[src/design/vertex_rotate_project_defines.svh]
// ----------------------------------------------------------------------------
// vertex_rotate_project_defines
// Assertion macros shared by the vertex rotate and project block.
// ----------------------------------------------------------------------------
`ifndef VERTEX_ROTATE_PROJECT_DEFINES_SVH
`define VERTEX_ROTATE_PROJECT_DEFINES_SVH

`ifndef SYNTH
`define VRP_ASSERT_NEXT(label, clk, rst, ante, cons) \
   label: assert property (@(posedge clk) disable iff (rst) (ante) |=> (cons)) \
      else $error("vertex_rotate_project check failed");
`define VRP_ASSERT_NEXT_NR(label, clk, ante, cons) \
   label: assert property (@(posedge clk) (ante) |=> (cons)) \
      else $error("vertex_rotate_project check failed");
`else
`define VRP_ASSERT_NEXT(label, clk, rst, ante, cons)
`define VRP_ASSERT_NEXT_NR(label, clk, ante, cons)
`endif

`endif

[src/design/vrp_pkg.sv]
// ----------------------------------------------------------------------------
// vrp_pkg
// Types, register indexes and constant tables for the vertex rotate block.
// ----------------------------------------------------------------------------
`timescale 1ns / 1ps
`default_nettype none
package vrp_pkg;

   localparam int HALF_SIZE_DEFAULT = 4096;
   localparam int VIEW_SIZE_DEFAULT = 160;

   localparam int CW = 16;   // coordinate width
   localparam int MW = 20;   // intermediate rotation width

   localparam logic [2:0] REG_ANGLE_X     = 3'd0;
   localparam logic [2:0] REG_ANGLE_Y     = 3'd1;
   localparam logic [2:0] REG_ANGLE_Z     = 3'd2;
   localparam logic [2:0] REG_ZOOM_STEP   = 3'd3;
   localparam logic [2:0] REG_PERSPECTIVE = 3'd4;

   typedef struct packed {
      logic signed [15:0] sin_x;
      logic signed [15:0] cos_x;
      logic signed [15:0] sin_y;
      logic signed [15:0] cos_y;
      logic signed [15:0] sin_z;
      logic signed [15:0] cos_z;
   } trig_type;

   typedef logic [255:0][15:0] sin_table_type;
   typedef logic [255:0][11:0] factor_table_type;

   function automatic logic [15:0] poly_sin(input logic [31:0] phase);
      logic [31:0] u;
      logic [31:0] y;
      logic        neg;
      u = (phase << 1) & 32'h0000_FFFF;
      neg = u[15];
      if (u[14]) begin
         u = (32'h0000_8000 - u) & 32'h0000_FFFF;
      end
      u = (u & 32'h0000_7FFF) >> 1;
      y = (32'd292421 * u) >> 13;
      y = 32'd2746362156 - ((u * y) >> 3);
      y = u * (y >> 13);
      y = u * (y >> 13);
      y = 32'd3370945099 - (y >> 1);
      y = u * (y >> 13);
      y = (y + 32'h0004_0000) >> 19;
      if (neg) begin
         y = 32'd0 - y;
      end
      return y[15:0];
   endfunction

   function automatic sin_table_type build_sin_table();
      sin_table_type t;
      for (int i = 0; i < 256; i++) begin
         t[i] = poly_sin(32'(i) * 32'd128);
      end
      return t;
   endfunction

   // shift-subtract quotient of 65536 by d
   function automatic logic [11:0] recip_65536(input int d);
      int q;
      int r;
      q = 0;
      r = 65536;
      for (int b = 16; b >= 0; b--) begin
         if ((d << b) <= r) begin
            r = r - (d << b);
            q = q + (1 << b);
         end
      end
      return 12'(q);
   endfunction

   // index is depth/2 modulo 256; zero stands for 256
   function automatic factor_table_type build_factor_table();
      factor_table_type t;
      for (int i = 0; i < 256; i++) begin
         if (i == 0) begin
            t[i] = 12'd256;
         end else if (i < 32) begin
            t[i] = 12'd0;
         end else begin
            t[i] = recip_65536(i);
         end
      end
      return t;
   endfunction

   localparam sin_table_type    SIN_TABLE    = build_sin_table();
   localparam factor_table_type FACTOR_TABLE = build_factor_table();

endpackage
`default_nettype wire

[src/design/vrp_project.sv]
// ----------------------------------------------------------------------------
// vrp_project
// Zoom and sum, depth clamp with reciprocal lookup, perspective and centering.
// ----------------------------------------------------------------------------
`timescale 1ns / 1ps
`default_nettype none
module vrp_project
   import vrp_pkg::*;
#(
   parameter int VIEW_SIZE = VIEW_SIZE_DEFAULT
) (
   input  wire logic                 clock,
   input  wire logic [2:0]           en,
   input  wire logic [2:0]           zoom_step,
   input  wire logic                 perspective_on,
   input  wire logic signed [CW-1:0] vert_x,
   input  wire logic signed [CW-1:0] vert_y,
   input  wire logic signed [CW-1:0] vert_z,
   input  wire logic signed [CW-1:0] cen_x,
   input  wire logic signed [CW-1:0] cen_y,
   input  wire logic signed [CW-1:0] cen_z,
   output logic signed [CW-1:0]      screen_x,
   output logic signed [CW-1:0]      screen_y
);

   localparam logic signed [CW-1:0] HALF_VIEW = CW'(VIEW_SIZE >> 1);

   logic [10:0]          zoom;
   logic signed [11:0]   zoom_s;
   logic signed [27:0]   pvx, pvy, pvz, pcx, pcy, pcz;
   logic signed [CW-1:0] v0_ff, v0_in, v1_ff, v1_in, v2_ff, v2_in;
   logic signed [CW-1:0] dz, dz_c;
   logic [8:0]           zi;
   logic [11:0]          fac_ff;
   logic signed [CW-1:0] w0_ff, w1_ff;
   logic signed [28:0]   px, py;
   logic signed [CW-1:0] sx_in, sy_in, sx_ff, sy_ff;

   function automatic logic signed [CW-1:0] zscale(input logic signed [27:0] p);
      return {{(CW-9){p[27]}}, p[27:19]};
   endfunction

   always_comb begin
      zoom = 11'd1024 - {1'b0, zoom_step, 7'd0};
      zoom_s = signed'({1'b0, zoom});
      pvx = vert_x * zoom_s;
      pvy = vert_y * zoom_s;
      pvz = vert_z * zoom_s;
      pcx = cen_x * zoom_s;
      pcy = cen_y * zoom_s;
      pcz = cen_z * zoom_s;
      v0_in = zscale(pvx) + zscale(pcx);
      v1_in = zscale(pvy) + zscale(pcy);
      v2_in = zscale(pvz) + zscale(pcz);

      dz = v2_ff + 16'sd128;
      if (dz < 16'sd64) begin
         dz_c = 16'sd64;
      end else if (dz > 16'sd512) begin
         dz_c = 16'sd512;
      end else begin
         dz_c = dz;
      end
      zi = dz_c[9:1];

      px = w0_ff * signed'({1'b0, fac_ff});
      py = w1_ff * signed'({1'b0, fac_ff});
      sx_in = (perspective_on ? px[CW+8:9] : w0_ff) + HALF_VIEW;
      sy_in = (perspective_on ? py[CW+8:9] : w1_ff) + HALF_VIEW;
   end

   always_ff @(posedge clock) begin
      if (en[0]) begin
         v0_ff <= v0_in;
         v1_ff <= v1_in;
         v2_ff <= v2_in;
      end
      if (en[1]) begin
         w0_ff <= v0_ff;
         w1_ff <= v1_ff;
         fac_ff <= FACTOR_TABLE[zi[7:0]];
      end
      if (en[2]) begin
         sx_ff <= sx_in;
         sy_ff <= sy_in;
      end
   end

   assign screen_x = sx_ff;
   assign screen_y = sy_ff;

endmodule
`default_nettype wire

[config.mk]
export PLATFORM = sky130hd
export DESIGN_NAME = vrp_project
export DESIGN_NICKNAME = d
export VERILOG_FILES = /design/src/design/vertex_rotate_project_defines.svh /design/src/design/vrp_pkg.sv /design/src/design/vrp_project.sv
export SDC_FILE = /design/constraint.sdc
export NUM_CORES = 2
export LEC_CHECK = 0
export BUFFER_PORTS_ARGS = -buffer_cell sky130_fd_sc_hd__buf_2
export CAP_MARGIN = 10
export CORE_ASPECT_RATIO = 0.9
export CORE_MARGIN = 2
export CORE_UTILIZATION = 30
export CTS_BUF_LIST = sky130_fd_sc_hd__clkbuf_2
export DETAILED_ROUTE_END_ITERATION = 12
export GPL_ROUTABILITY_DRIVEN = 0
export PLACE_DENSITY_LB_ADDON = 0.12
export RECOVER_POWER = 100
export SLEW_MARGIN = 20
export SYNTH_ARGS = -nofsm -noshare
export SYNTH_HDL_FRONTEND = slang
export SYNTH_SLANG_ARGS = --single-unit
[constraint.sdc]
create_clock -name clock -period 7.6 [get_ports clock]
set_input_delay 0.76 -clock clock [delete_from_list [all_inputs] [get_ports clock]]
set_output_delay 0.76 -clock clock [all_outputs]
set_load 0.03 [all_outputs]
==> impl_metrics.tcl <==
set metrics [dict create \
    path_max_fanout 7 \
    die_w_um 355 \
    fin_crit_ns 7.13 \
    yosys.area.top_type_share_pct 26.4 \
    grt_pass1_vias 26100 \
    globalRouteMet3Util_pct 1.16 \
    reg2reg_depth 21 \
    viasPerCell 4.59 \
    syn_avg_cell_area_um2 8.80 \
    hold_path.class "reg2reg" \
    drive_above_1_share_pct 5.90 \
    antenna_found_initial 7 \
    arrival_ns 7.64 \
    io_buffers 135 \
    grt_pass1_wl_mm 143 \
    holdPathStages 0 \
    violations "max-capacitance violations, max-slew violations" \
    die_h_um 320 \
    met2_usage_pct 24.8 \
    start_kind "flop" \
    synth_area_leaders "fa_1 (26%), ha_1 (24%), and2_1 (9.2%)" \
    drc 0 \
    die_area_um2 114000 \
    routed_wirelength_mm 84.9 \
    slew_violations 136 \
    status "finished with violations" \
    max_freq_mhz 140 \
    finalClockSkew_ns 0.0828 \
    antenna_left 0 \
    maxCapViolations 4 \
    synth_area_leader_cell "fa_1" \
    placedCellCount 5312 \
    grt_start_max_net_pins 72 \
    hold_violations 0 \
    io_pins 136 \
    crit_path_end_kind "flop" \
    hold_buffers 0 \
    grt_overflow 0 \
    busiest_layer "met2" \
    rows 115 \
    cts_buffers 9 \
    path_class "reg2reg" \
    cts-root-buf "clkbuf_2" \
    ys_seq_area_share_pct 8.48 \
    synth_edf_count 94 \
    grt.total_usage_pct 15.5 \
    maxSlewHeadroom_pct -27.7 \
    fin_cells 5333 \
    clkSinkCount 94 \
    tns_ns 0 \
    ys_warn_count 0 \
    path_clk_slew_ns 0.26 \
    grt_use_met1_pct 23.1 \
    syn_area_um2 33300 \
    cts_tree "done" \
    tightest_slew_ns 1.92 \
    syn_nets 4959 \
    setup_violations 0 \
    htree_levels 3 \
    area_delta_synth_final_pct 8.14 \
    r2r_setup_slack_ns 0.47 \
    ys_seq_elements 94 \
    insertion_delay_ns 0.78 \
    syn_inst 3782 \
    dr_total_vias 24500 \
    fp.coreArea_um2 110000 \
    filler_cell_count 11800 \
    start_util_pct 30.4 \
    dp_hpwl_mm 71.1 \
    finalCritPeriodShare_pct 93.8 \
    fin_nets 5039 \
    drtIter0Drc 1125 \
    cp.required_ns 8.11 \
    wire_per_inst_um 15.9 \
    clock_path_buffers 2 \
    async_flop_share_pct 0 \
    firstDrtPassIters 6 \
    yosys.cell_types.count 90 \
    rsz0062_at_grt "no" \
    synth_ff_type "edfxtp_1" \
]
## through the flow
stage	setup slack, ns	utilization [%]	hold slack [ns]	instance area, um^2
floorplan	0.782	-	0.400	33300
global placement	0.337	32.7	0.404	35900
detailed placement	0.297	32.7	0.406	35900
CTS	0.247	32.9	0.428	36100
global route	0.00628	32.8	0.474	36000
finish	0.472	32.8	0.437	36000
## worst max-delay path, stage by stage (launching register included)
cell and delay, ns:
edfxtp_1 0.55, and2_1 0.21, fa_1 0.59, inv_1 0.07, fa_1 0.59, clkinvlp_4 0.27
fa_1 0.58, fa_1 0.49, inv_1 0.05, fa_1 0.53, inv_1 0.04, ha_1 0.38
and2_1 0.29, and3_1 0.21, and4_1 0.30, o31ai_1 0.12, buf_4 0.15, a211oi_1 0.35
o32a_2 0.26, nand3_2 0.11, or4_1 0.51, a32o_1 0.26
## flip-flops by register name (all words and copies together), names as in the netlist
| register | cells |
|---|---|
| fac_ff | 12 |
| screen_x | 16 |
| screen_y | 16 |
| v0_ff | 10 |
| v1_ff | 10 |
| v2_ff | 10 |
| w0_ff | 10 |
| w1_ff | 10 |
## cell usage in the layout, fill, tap and decap left out, drive strengths merged, types with 79 or more instances in the layout
cell type and count:
inv 813, ha 634, and2 489, fa 439
nand2 220, buf 167, a21oi 137, nor2 134
edfxtp 94, xnor2 91, o21ai 79
## layer usage
metal | share of wire (%) | up-vias
met2 | 44 | 378
li1 | - | 12300
met3 | 2.8 | 43
met1 | 53 | 11800
met4 | 0.78 | 8
met5 | 0.065 | -
## cell type report
type / instances / area [um^2] / share of cell area (%)
well taps: 1462 / 1830 / 5.08
clock inverters: 7 / 118 / 0.327
multi-input cells: 2732 / 26900 / 74.7
inverters: 815 / 3060 / 8.51
flip-flops and latches: 94 / 2820 / 7.84
clock buffers: 9 / 45.0 / 0.125
diodes: 4 / 10.0 / 0.0278
repair buffers: 210 / 1230 / 3.42
## logic make-up (layout without fill, tap and decap cells)
logic type | count (synthesis) | after routing | synth area share (%)
multiplexers | 18 | 18 | 0.617
AND/OR/NAND/NOR | 1046 | 1046 | 17.0
other | 0 | 4 | 0
buffers and inverters | 956 | 1041 | 10.8
adder cells (fa/ha/maj) | 1073 | 1073 | 50.2
flip-flops | 94 | 94 | 8.48
XOR/XNOR | 129 | 129 | 3.39
AO/OA/AOI/OAI | 466 | 466 | 9.42
## repair_timing
action                                  in CTS  in global routing
hold endpoints to repair                     0                  0
buffers inserted                             0                  1
resized for setup                            0                  1
endpoints found under the setup margin       0                  1
## cells in the mapped netlist (10+ instances only)
cell type and n:
nand2b_1 10, o22ai_1 13, a211oi_1 25, o31ai_1 13, o21bai_1 13, and2_1 488, nor4_1 11, xor2_1 38
inv_1 811, or3_1 16, ha_1 634, nand4_1 10, mux2_2 10, buf_2 10, nor3_1 49, o21a_1 21
a31oi_1 19, nor2_1 134, o211ai_1 23, a21o_1 23, o21ai_0 76, a21oi_1 134, xnor2_1 91, fa_1 439
nand2_1 220, edfxtp_1 94, clkbuf_1 121, nand3_1 36, nor2b_1 18
## final timing paths
| path | from | to |
|---|---|---|
| worst max register to register | fac_ff[3] | screen_y[15] |
| worst min-delay path | v1_ff[6] | w1_ff[6] |
| worst min register to register | v1_ff[6] | w1_ff[6] |
| worst max-delay path | fac_ff[3] | screen_y[15] |
Power is left out: the tool's default activity adds up to more than one toggle a clock period on the data nets, which glitch-free logic cannot reach.
