===== src/design/vertex_rotate_project_defines.svh =====
// ----------------------------------------------------------------------------
// vertex_rotate_project_defines
// Assertion macros shared by the vertex rotate and project block.
// ----------------------------------------------------------------------------
`ifndef VERTEX_ROTATE_PROJECT_DEFINES_SVH
`define VERTEX_ROTATE_PROJECT_DEFINES_SVH

`ifndef SYNTH
`define VRP_ASSERT_NEXT(label, clk, rst, ante, cons) \
   label: assert property (@(posedge clk) disable iff (rst) (ante) |=> (cons)) \
      else $error("vertex_rotate_project check failed");
`define VRP_ASSERT_NEXT_NR(label, clk, ante, cons) \
   label: assert property (@(posedge clk) (ante) |=> (cons)) \
      else $error("vertex_rotate_project check failed");
`else
`define VRP_ASSERT_NEXT(label, clk, rst, ante, cons)
`define VRP_ASSERT_NEXT_NR(label, clk, ante, cons)
`endif

`endif


===== src/design/vrp_pkg.sv =====
// ----------------------------------------------------------------------------
// vrp_pkg
// Types, register indexes and constant tables for the vertex rotate block.
// ----------------------------------------------------------------------------
`timescale 1ns / 1ps
`default_nettype none
package vrp_pkg;

   localparam int HALF_SIZE_DEFAULT = 4096;
   localparam int VIEW_SIZE_DEFAULT = 160;

   localparam int CW = 16;   // coordinate width
   localparam int MW = 20;   // intermediate rotation width

   localparam logic [2:0] REG_ANGLE_X     = 3'd0;
   localparam logic [2:0] REG_ANGLE_Y     = 3'd1;
   localparam logic [2:0] REG_ANGLE_Z     = 3'd2;
   localparam logic [2:0] REG_ZOOM_STEP   = 3'd3;
   localparam logic [2:0] REG_PERSPECTIVE = 3'd4;

   typedef struct packed {
      logic signed [15:0] sin_x;
      logic signed [15:0] cos_x;
      logic signed [15:0] sin_y;
      logic signed [15:0] cos_y;
      logic signed [15:0] sin_z;
      logic signed [15:0] cos_z;
   } trig_type;

   typedef logic [255:0][15:0] sin_table_type;
   typedef logic [255:0][11:0] factor_table_type;

   function automatic logic [15:0] poly_sin(input logic [31:0] phase);
      logic [31:0] u;
      logic [31:0] y;
      logic        neg;
      u = (phase << 1) & 32'h0000_FFFF;
      neg = u[15];
      if (u[14]) begin
         u = (32'h0000_8000 - u) & 32'h0000_FFFF;
      end
      u = (u & 32'h0000_7FFF) >> 1;
      y = (32'd292421 * u) >> 13;
      y = 32'd2746362156 - ((u * y) >> 3);
      y = u * (y >> 13);
      y = u * (y >> 13);
      y = 32'd3370945099 - (y >> 1);
      y = u * (y >> 13);
      y = (y + 32'h0004_0000) >> 19;
      if (neg) begin
         y = 32'd0 - y;
      end
      return y[15:0];
   endfunction

   function automatic sin_table_type build_sin_table();
      sin_table_type t;
      for (int i = 0; i < 256; i++) begin
         t[i] = poly_sin(32'(i) * 32'd128);
      end
      return t;
   endfunction

   // shift-subtract quotient of 65536 by d
   function automatic logic [11:0] recip_65536(input int d);
      int q;
      int r;
      q = 0;
      r = 65536;
      for (int b = 16; b >= 0; b--) begin
         if ((d << b) <= r) begin
            r = r - (d << b);
            q = q + (1 << b);
         end
      end
      return 12'(q);
   endfunction

   // index is depth/2 modulo 256; zero stands for 256
   function automatic factor_table_type build_factor_table();
      factor_table_type t;
      for (int i = 0; i < 256; i++) begin
         if (i == 0) begin
            t[i] = 12'd256;
         end else if (i < 32) begin
            t[i] = 12'd0;
         end else begin
            t[i] = recip_65536(i);
         end
      end
      return t;
   endfunction

   localparam sin_table_type    SIN_TABLE    = build_sin_table();
   localparam factor_table_type FACTOR_TABLE = build_factor_table();

endpackage
`default_nettype wire


===== src/design/vrp_csr.sv =====
// ----------------------------------------------------------------------------
// vrp_csr
// Configuration registers; looks up sine and cosine on each angle write.
// ----------------------------------------------------------------------------
`timescale 1ns / 1ps
`default_nettype none
module vrp_csr
   import vrp_pkg::*;
(
   input  wire logic       clock,
   input  wire logic       reset,
   input  wire logic       csr_write,
   input  wire logic [2:0] csr_index,
   input  wire logic [7:0] csr_data,
   output trig_type        trig,
   output logic [2:0]      zoom_step,
   output logic            perspective_on
);

   trig_type   trig_ff, trig_in;
   logic [2:0] zoom_ff, zoom_in;
   logic       persp_ff, persp_in;
   logic [7:0] cos_idx;

   assign cos_idx = csr_data + 8'd64;

   always_comb begin
      trig_in = trig_ff;
      zoom_in = zoom_ff;
      persp_in = persp_ff;
      if (csr_write) begin
         case (csr_index)
            REG_ANGLE_X: begin
               trig_in.sin_x = SIN_TABLE[csr_data];
               trig_in.cos_x = SIN_TABLE[cos_idx];
            end
            REG_ANGLE_Y: begin
               trig_in.sin_y = SIN_TABLE[csr_data];
               trig_in.cos_y = SIN_TABLE[cos_idx];
            end
            REG_ANGLE_Z: begin
               trig_in.sin_z = SIN_TABLE[csr_data];
               trig_in.cos_z = SIN_TABLE[cos_idx];
            end
            REG_ZOOM_STEP:   zoom_in = csr_data[2:0];
            REG_PERSPECTIVE: persp_in = csr_data[0];
            default: ;
         endcase
      end
   end

   always_ff @(posedge clock) begin
      if (reset) begin
         trig_ff <= '{sin_x: 16'sd0, cos_x: 16'sd4096, sin_y: 16'sd0,
                      cos_y: 16'sd4096, sin_z: 16'sd0, cos_z: 16'sd4096};
         zoom_ff <= 3'd0;
         persp_ff <= 1'b1;
      end else begin
         trig_ff <= trig_in;
         zoom_ff <= zoom_in;
         persp_ff <= persp_in;
      end
   end

   assign trig = trig_ff;
   assign zoom_step = zoom_ff;
   assign perspective_on = persp_ff;

endmodule
`default_nettype wire


===== config.mk =====
export PLATFORM = sky130hd
export DESIGN_NAME = vrp_csr
export DESIGN_NICKNAME = d
export VERILOG_FILES = /design/src/design/vertex_rotate_project_defines.svh /design/src/design/vrp_pkg.sv /design/src/design/vrp_csr.sv
export SDC_FILE = /design/constraint.sdc
export NUM_CORES = 1
export LEC_CHECK = 0
export BUFFER_PORTS_ARGS = -buffer_cell sky130_fd_sc_hd__buf_4
export CELL_PAD_IN_SITES_DETAIL_PLACEMENT = 1
export CELL_PAD_IN_SITES_GLOBAL_PLACEMENT = 2
export CORE_MARGIN = 1
export CORE_UTILIZATION = 33
export DETAILED_ROUTE_END_ITERATION = 16
export PLACE_DENSITY = 0.8
export SLEW_MARGIN = 10
export SYNTH_ARGS = -nofsm -noshare
export SYNTH_HDL_FRONTEND = slang
export SYNTH_SLANG_ARGS = --single-unit

===== constraint.sdc =====
create_clock -name clock -period 3.5 [get_ports clock]
set_clock_uncertainty 0.1 [all_clocks]
set_input_delay 0.525 -clock clock [delete_from_list [all_inputs] [get_ports clock]]
set_output_delay 0.525 -clock clock [all_outputs]
set_load 0.01 [all_outputs]

==> impl_metrics.toml, run 1 <==
[run_status]
status = "finished clean"

[power_and_ir_drop]
power.ir.vdd_worst_v = 0.000229
total_leakage_power_nw = 3.63
p_per_area_nw_per_um2 = 334

[cells_and_area]
antenna_cells = 0
finalCoreUtilization_pct = 41.9
area.growth.synth_to_final_pct = 22.8
nFillCells = 2754
post_layout_nonfiller_instances = 1424
drive_above_1_share_pct = 23.8
multiInputGateArea_sq_um = 5120
num-nets-final = 1168
layout.area.seq_sq_um = 1760

[synthesis]
synth_area_sq_um = 7530
synth.yosys.warnings = 0
syn_nets = 1064
ys_async_sr_fraction_pct = 0
synth_seq_area_share_pct = 23.4
synth_top_flop_cell = "dfxtp_1"
cell_taking_the_most_area_after_synthesis = "dfxtp_1"
ys_types = 81
number_of_flops_mapped_to_enable_cells_by_yosys = 0
synth-seq-cells = 88
synthCells = 1035
yosys.cell_count.top_type = "nor2_1"
yosys.area.top_type_share_pct = 23.4
synth_top_cells_by_area = "dfxtp_1 23%, nor2_1 6.9%, a211oi_1 5.7%, a21oi_1 4.2%, clkbuf_1 3.0%"
syn_area_per_cell_sq_um = 7.28
synthTopCellsByCount = "139 x nor2_1, 88 x dfxtp_1, 63 x a21oi_1"

[timing]
tightestPinTransition_ns = 0.800
max_clock_freq_mhz = 308
setup_viol_count_final = 0
period_minus_slack_ns = 3.25
rsz0062_at_grt = "no"
layout_worst_path_cycle_share_pct = 92.9
slew_headroom_pct = 46.5
timing_hold_violations_final = 0
final-max-slew-violation-count = 0

[floorplanning]
floorplan.core_area_sq_um = 22100
std_cell_rows = 54
floorplan.die.width_um = 153
initial_utilization_pct = 34.1
num_ports = 114
floorplan.die.height_um = 153
fp.dieArea_sq_um = 23400

[drt]
wl_per_cell_um = 27.6
per_cell_via_count_in_the_routed_design = 6.34
route.vias.total = 9027
post_route_ant_nets = 0
finalWirelength_um = 39300
route.detailed.drc = 0
drt_first_pass_iters = 7
drtIter0Drc = 963

[worst_setup_path]
worstPathRequired_ns = 3.59
worstReg2RegStart = "trig[83]"
worst-r2r-setup-slack_ns = 2.43
worst-endpoint-arrival_ns = 3.34
timing.critical_path.to_type = "flip-flop"
worst-path-max-fanout = 11
critical_path.reg2reg.endpoint = "trig[83]"
timing_worst_setup_path_type = "input port to flip-flop"
worstSetupStartpointType = "input port"
timing.reg2reg.worst_path_depth = 2

[grt]
pin_count_of_the_biggest_net_entering_global_routing = 68
antenna_found_initial = 0
first_global_vias = 8895
global_route_wire_length_before_repair_um = 58400
global_route.usage.total_pct = 33.2
gr-total-overflow = 0

[placement]
hpwlAfterDp_um = 29900
port-buffer-count = 113
gp_routability_congestion = 1.03
place.detailed.instances = 1408

[clocking]
cts_max_level = 3
post_cts_buffers = 0
cts_made_buffers = 9
clk-insertion-delay-late_ns = 0.34
root_buffer = "clkbuf_16"
ctsLongestPathBuffers = 2
cts_tree = "built"
cts_num_sinks = 88
clk_transition_reported_paths_ns = 0.07

[hold_path]
holdPathStages = 2
timing.hold.worst_endpoint = "zoom_step[2]"
hp-class = "input port to flip-flop"
min-delay-start = "reset"

[job]
cap_viol_max_count = 0
final cells by class:
type                    count  share of cell area (%)
multi-input cells         808                    55.4
clock inverters             7                   0.811
repair buffers            215                    17.8
inverters                  17                   0.690
flip-flops and latches     88                    19.0
clock buffers               9                    2.43
well taps                 280                    3.79
cell families (layout without fill, tap and decap cells):
logic type | Yosys count | after routing | share of synthesized area, %
buf+inv | 139 | 248 | 8.69
mux | 22 | 22 | 4.02
simple gates | 408 | 408 | 26.8
compound gates | 361 | 361 | 34.4
flops | 88 | 88 | 23.4
fa+ha+maj | 15 | 15 | 2.49
xor+xnor | 2 | 2 | 0.233
metal layers:
metal,vias to the layer above,wire length (um),track usage (%)
li1,4080,-,-
met1,4440,17200,44.7
met2,430,17900,52.5
met3,77,2920,6.21
met4,0,1270,12.5
met5,-,0,0
worst max path at each step:
stage          cells past startpoint  slack, ns  endpoint        start
2_1_floorplan                     11       0.39   trig[1]  csr_data[1]
3_3_place_gp                      10      -0.12  trig[21]  csr_data[1]
3_5_place_dp                      10      -0.12  trig[21]  csr_data[1]
4_1_cts                           10       0.25  trig[21]  csr_data[1]
5_1_grt                           10       0.12  trig[21]  csr_data[1]
6_report                          10       0.25   trig[1]  csr_data[1]
registers in the layout, indices dropped and copies added (netlist names):
register        flops
trig               84
zoom_step           3
perspective_on      1
layout by cell type, fill, tap and decap left out, types with 8 or more instances in the layout:
cell and n:
a31oi_1 10, a32oi_1 10, buf_4 212, nor4_1 12
o211ai_1 16, nand3b_1 13, a211oi_1 57, inv_1 13
a311oi_1 12, or2_2 9, mux2i_1 10, nand3_1 41
nor2_1 137, o31ai_1 10, o21ai_1 18, clkbuf_16 9
a221oi_1 8, and2_1 15, ha_1 14, nand2b_1 32
o21ai_0 37, nor3_1 29, nand2_1 59, a21oi_1 63
and3_1 9, dfxtp_1 88, o22ai_1 13, nor2b_1 28
through the flow:
| stage | instance area [sq um] | setup slack, ns | setup TNS [ns] | total power, mW | hold WS [ns] |
|---|---|---|---|---|---|
| floorplan | 7530 | 0.394 | 0 | 1.67 | 0.381 |
| global placement | 8950 | -0.117 | -0.419 | 2.10 | 0.347 |
| detailed placement | 8950 | -0.119 | -0.458 | 2.10 | 0.359 |
| CTS | 9250 | 0.249 | 0 | 3.09 | 0.349 |
| global route | 9250 | 0.125 | 0 | 3.21 | 0.365 |
| finish | 9250 | 0.249 | 0 | 3.09 | 0.365 |
timing repair:
action,CTS,global route
gates resized for setup,0,1
setup endpoints to repair,0,3
hold buffers,0,0
worst max-delay path, cell delays in order:
cell and delay [ns]:
buf_4 0.14, ha_1 0.59, and2_0 0.48, nor3_1 0.14
a2111oi_0 0.53, buf_4 0.22, a211oi_1 0.07, a311oi_1 0.38
buf_4 0.19, a211oi_1 0.07
where the power goes:
| part | leakage, nW | switching [mW] | total [mW] | internal [mW] |
|---|---|---|---|---|
| logic | 2.77 | 0.676 | 1.06 | 0.382 |
| clock network | 0.144 | 0.472 | 0.977 | 0.506 |
| registers | 0.714 | 0.0199 | 1.05 | 1.03 |
(Power assumes the default switching activity.)
==> inputs of run 2 (changes only) <==
PLACE_DENSITY = default   (was 0.8)
PLACE_DENSITY_LB_ADDON = 0.1   (was default)
==> run 2 against run 1 <==
Worst setup slack gained 0.15 ns. Die area did not move. Largest power group unchanged. Power is 0.95% lower. Sequential power is essentially flat. Register-to-register slack improved by 0.10 ns. Sequential cell count unchanged. Critical path type unchanged. Critical endpoint is now trig[21]. Combinational power about the same. Maximum frequency grew 4.8%. Non-clock buffer count increased by 10.
==> impl_metrics.toml, run 2 (same netlist as run 1, synthesis figures left out) <==
[clocking]
post_cts_buffers = 0
cts_num_sinks = 88
cts_tree = "built"
cts_max_level = 3
number_of_hold_buffers_added_after_cts = 0
cts-resized-gates = 0
cts_made_buffers = 9
clk_transition_reported_paths_ns = 0.07
root_buffer = "clkbuf_16"
ctsLongestPathBuffers = 2
clk-insertion-delay-late_ns = 0.34

[run_status]
status = "finished clean"

[drt]
post_route_ant_nets = 0
wl_per_cell_um = 27.1
route.vias.total = 9034
drt_first_pass_iters = 6
per_cell_via_count_in_the_routed_design = 6.30
finalWirelength_um = 38800
route.detailed.drc = 0
drtIter0Drc = 851

[power_and_ir_drop]
total_leakage_power_nw = 3.66
power.ir.vdd_worst_v = 0.000197
p_per_area_nw_per_um2 = 329

[placement]
gp_routability_congestion = 1.01
hpwlAfterDp_um = 29500
place.detailed.instances = 1418
port-buffer-count = 113

[job]
cap_viol_max_count = 0

[worst_setup_path]
worst-r2r-setup-slack_ns = 2.53
critical_path.reg2reg.endpoint = "trig[51]"
worstPathRequired_ns = 3.59
worstSetupStartpointType = "input port"
timing_worst_setup_path_type = "input port to flip-flop"
worst-endpoint-arrival_ns = 3.19
worstReg2RegStart = "trig[51]"
timing.critical_path.to_type = "flip-flop"
worst-path-max-fanout = 15
timing.reg2reg.worst_path_depth = 2

[timing]
period_minus_slack_ns = 3.10
layout_worst_path_cycle_share_pct = 88.6
max_clock_freq_mhz = 322
rsz0062_at_grt = "no"
timing.hold.ws_ns = 0.339
setup_viol_count_final = 0
timing_hold_violations_final = 0
final-max-slew-violation-count = 0
slew_headroom_pct = 41.0
tns_ns = 0
tightestPinTransition_ns = 0.883

[hold_path]
holdPathStages = 2
timing.hold.worst_endpoint = "zoom_step[1]"
min-delay-start = "reset"
hp-class = "input port to flip-flop"

[grt]
global_route_wire_length_before_repair_um = 58300
antenna_found_initial = 1
first_global_vias = 8895
pin_count_of_the_biggest_net_entering_global_routing = 69
gr-total-overflow = 0
global_route.usage.total_pct = 33.0

[cells_and_area]
largest_register_ffs = 84
area.growth.synth_to_final_pct = 23.4
antenna_cells = 0
drive_above_1_share_pct = 24.4
num-nets-final = 1178
nFillCells = 2759
mostFrequentLayoutCell = "buf_4"
post_layout_nonfiller_instances = 1434
finalCoreUtilization_pct = 42.1
most-common-layout-cells = "223 x buf_4, 137 x nor2_1, 88 x dfxtp_1"

[floorplanning]
initial_utilization_pct = 34.1
std_cell_rows = 54
num_ports = 114
fp.dieArea_sq_um = 23400
floorplan.die.width_um = 153
floorplan.die.height_um = 153
floorplan.core_area_sq_um = 22100
==> run 2: changes by cell type in the layout (fill, tap and decap cells not counted) <==
cell and delta:
clkinv_4 -2, ha_1 +1, clkinv_8 -1, clkinvlp_4 +1, ha_2 -1, buf_4 +11, clkinv_2 +1, inv_8 -1
inv_6 +2, buf_12 -1
==> run 2: worst max path at each step <==
stage	from	endpoint	slack, ns	cells after the start
final	csr_data[0]	trig[21]	0.40	10
after global routing	csr_data[0]	trig[7]	0.21	11
after CTS	csr_data[0]	trig[21]	0.48	12
after detailed placement	csr_data[0]	trig[53]	0.11	10
after global placement	csr_data[0]	trig[65]	0.06	11
after floorplan	csr_data[1]	trig[1]	0.39	11
==> run 2: per-stage QoR <==
stage          worst slack, ns  total power [mW]  cell area (sq um)
3_3_place_gp            0.0639              2.12               9010
5_1_grt                  0.212              3.19               9300
4_1_cts                  0.478              3.06               9300
3_5_place_dp             0.111              2.12               9010
6_report                 0.399              3.06               9300
2_1_floorplan            0.394              1.67               7530
==> run 2: critical path, cell delays in order <==
cell      delay [ns]
buf_4           0.18
inv_1           0.12
ha_1            0.50
and2_1          0.26
buf_4           0.15
o311ai_0        0.71
a311oi_1        0.20
nor4_1          0.29
buf_4           0.17
a211oi_1        0.06
==> run 2: where the power goes <==
group	internal, mW	switching (mW)
sequential	1.03	0.0196
combinational	0.391	0.680
clock	0.495	0.439
total	1.92	1.14
==> run 2: routing by layer <==
layer / share of wire [%] / GRT usage, % / up-vias
met5: 0.033 / 0 / -
met4: 3.0 / 10.4 / 2
met3: 9.8 / 10.3 / 68
met2: 43 / 49.3 / 437
met1: 44 / 44.8 / 4436
li1: - / - / 4091
==> run 2: cell type report <==
class / count / area (sq um) / area share, %
multi-input combinational: 808 / 5120 / 55.1
inverter: 17 / 63.8 / 0.686
clock inverter: 7 / 60.1 / 0.646
sequential: 88 / 1760 / 18.9
tap: 280 / 350 / 3.77
clock buffer: 9 / 225 / 2.42
timing repair buffer: 225 / 1710 / 18.4
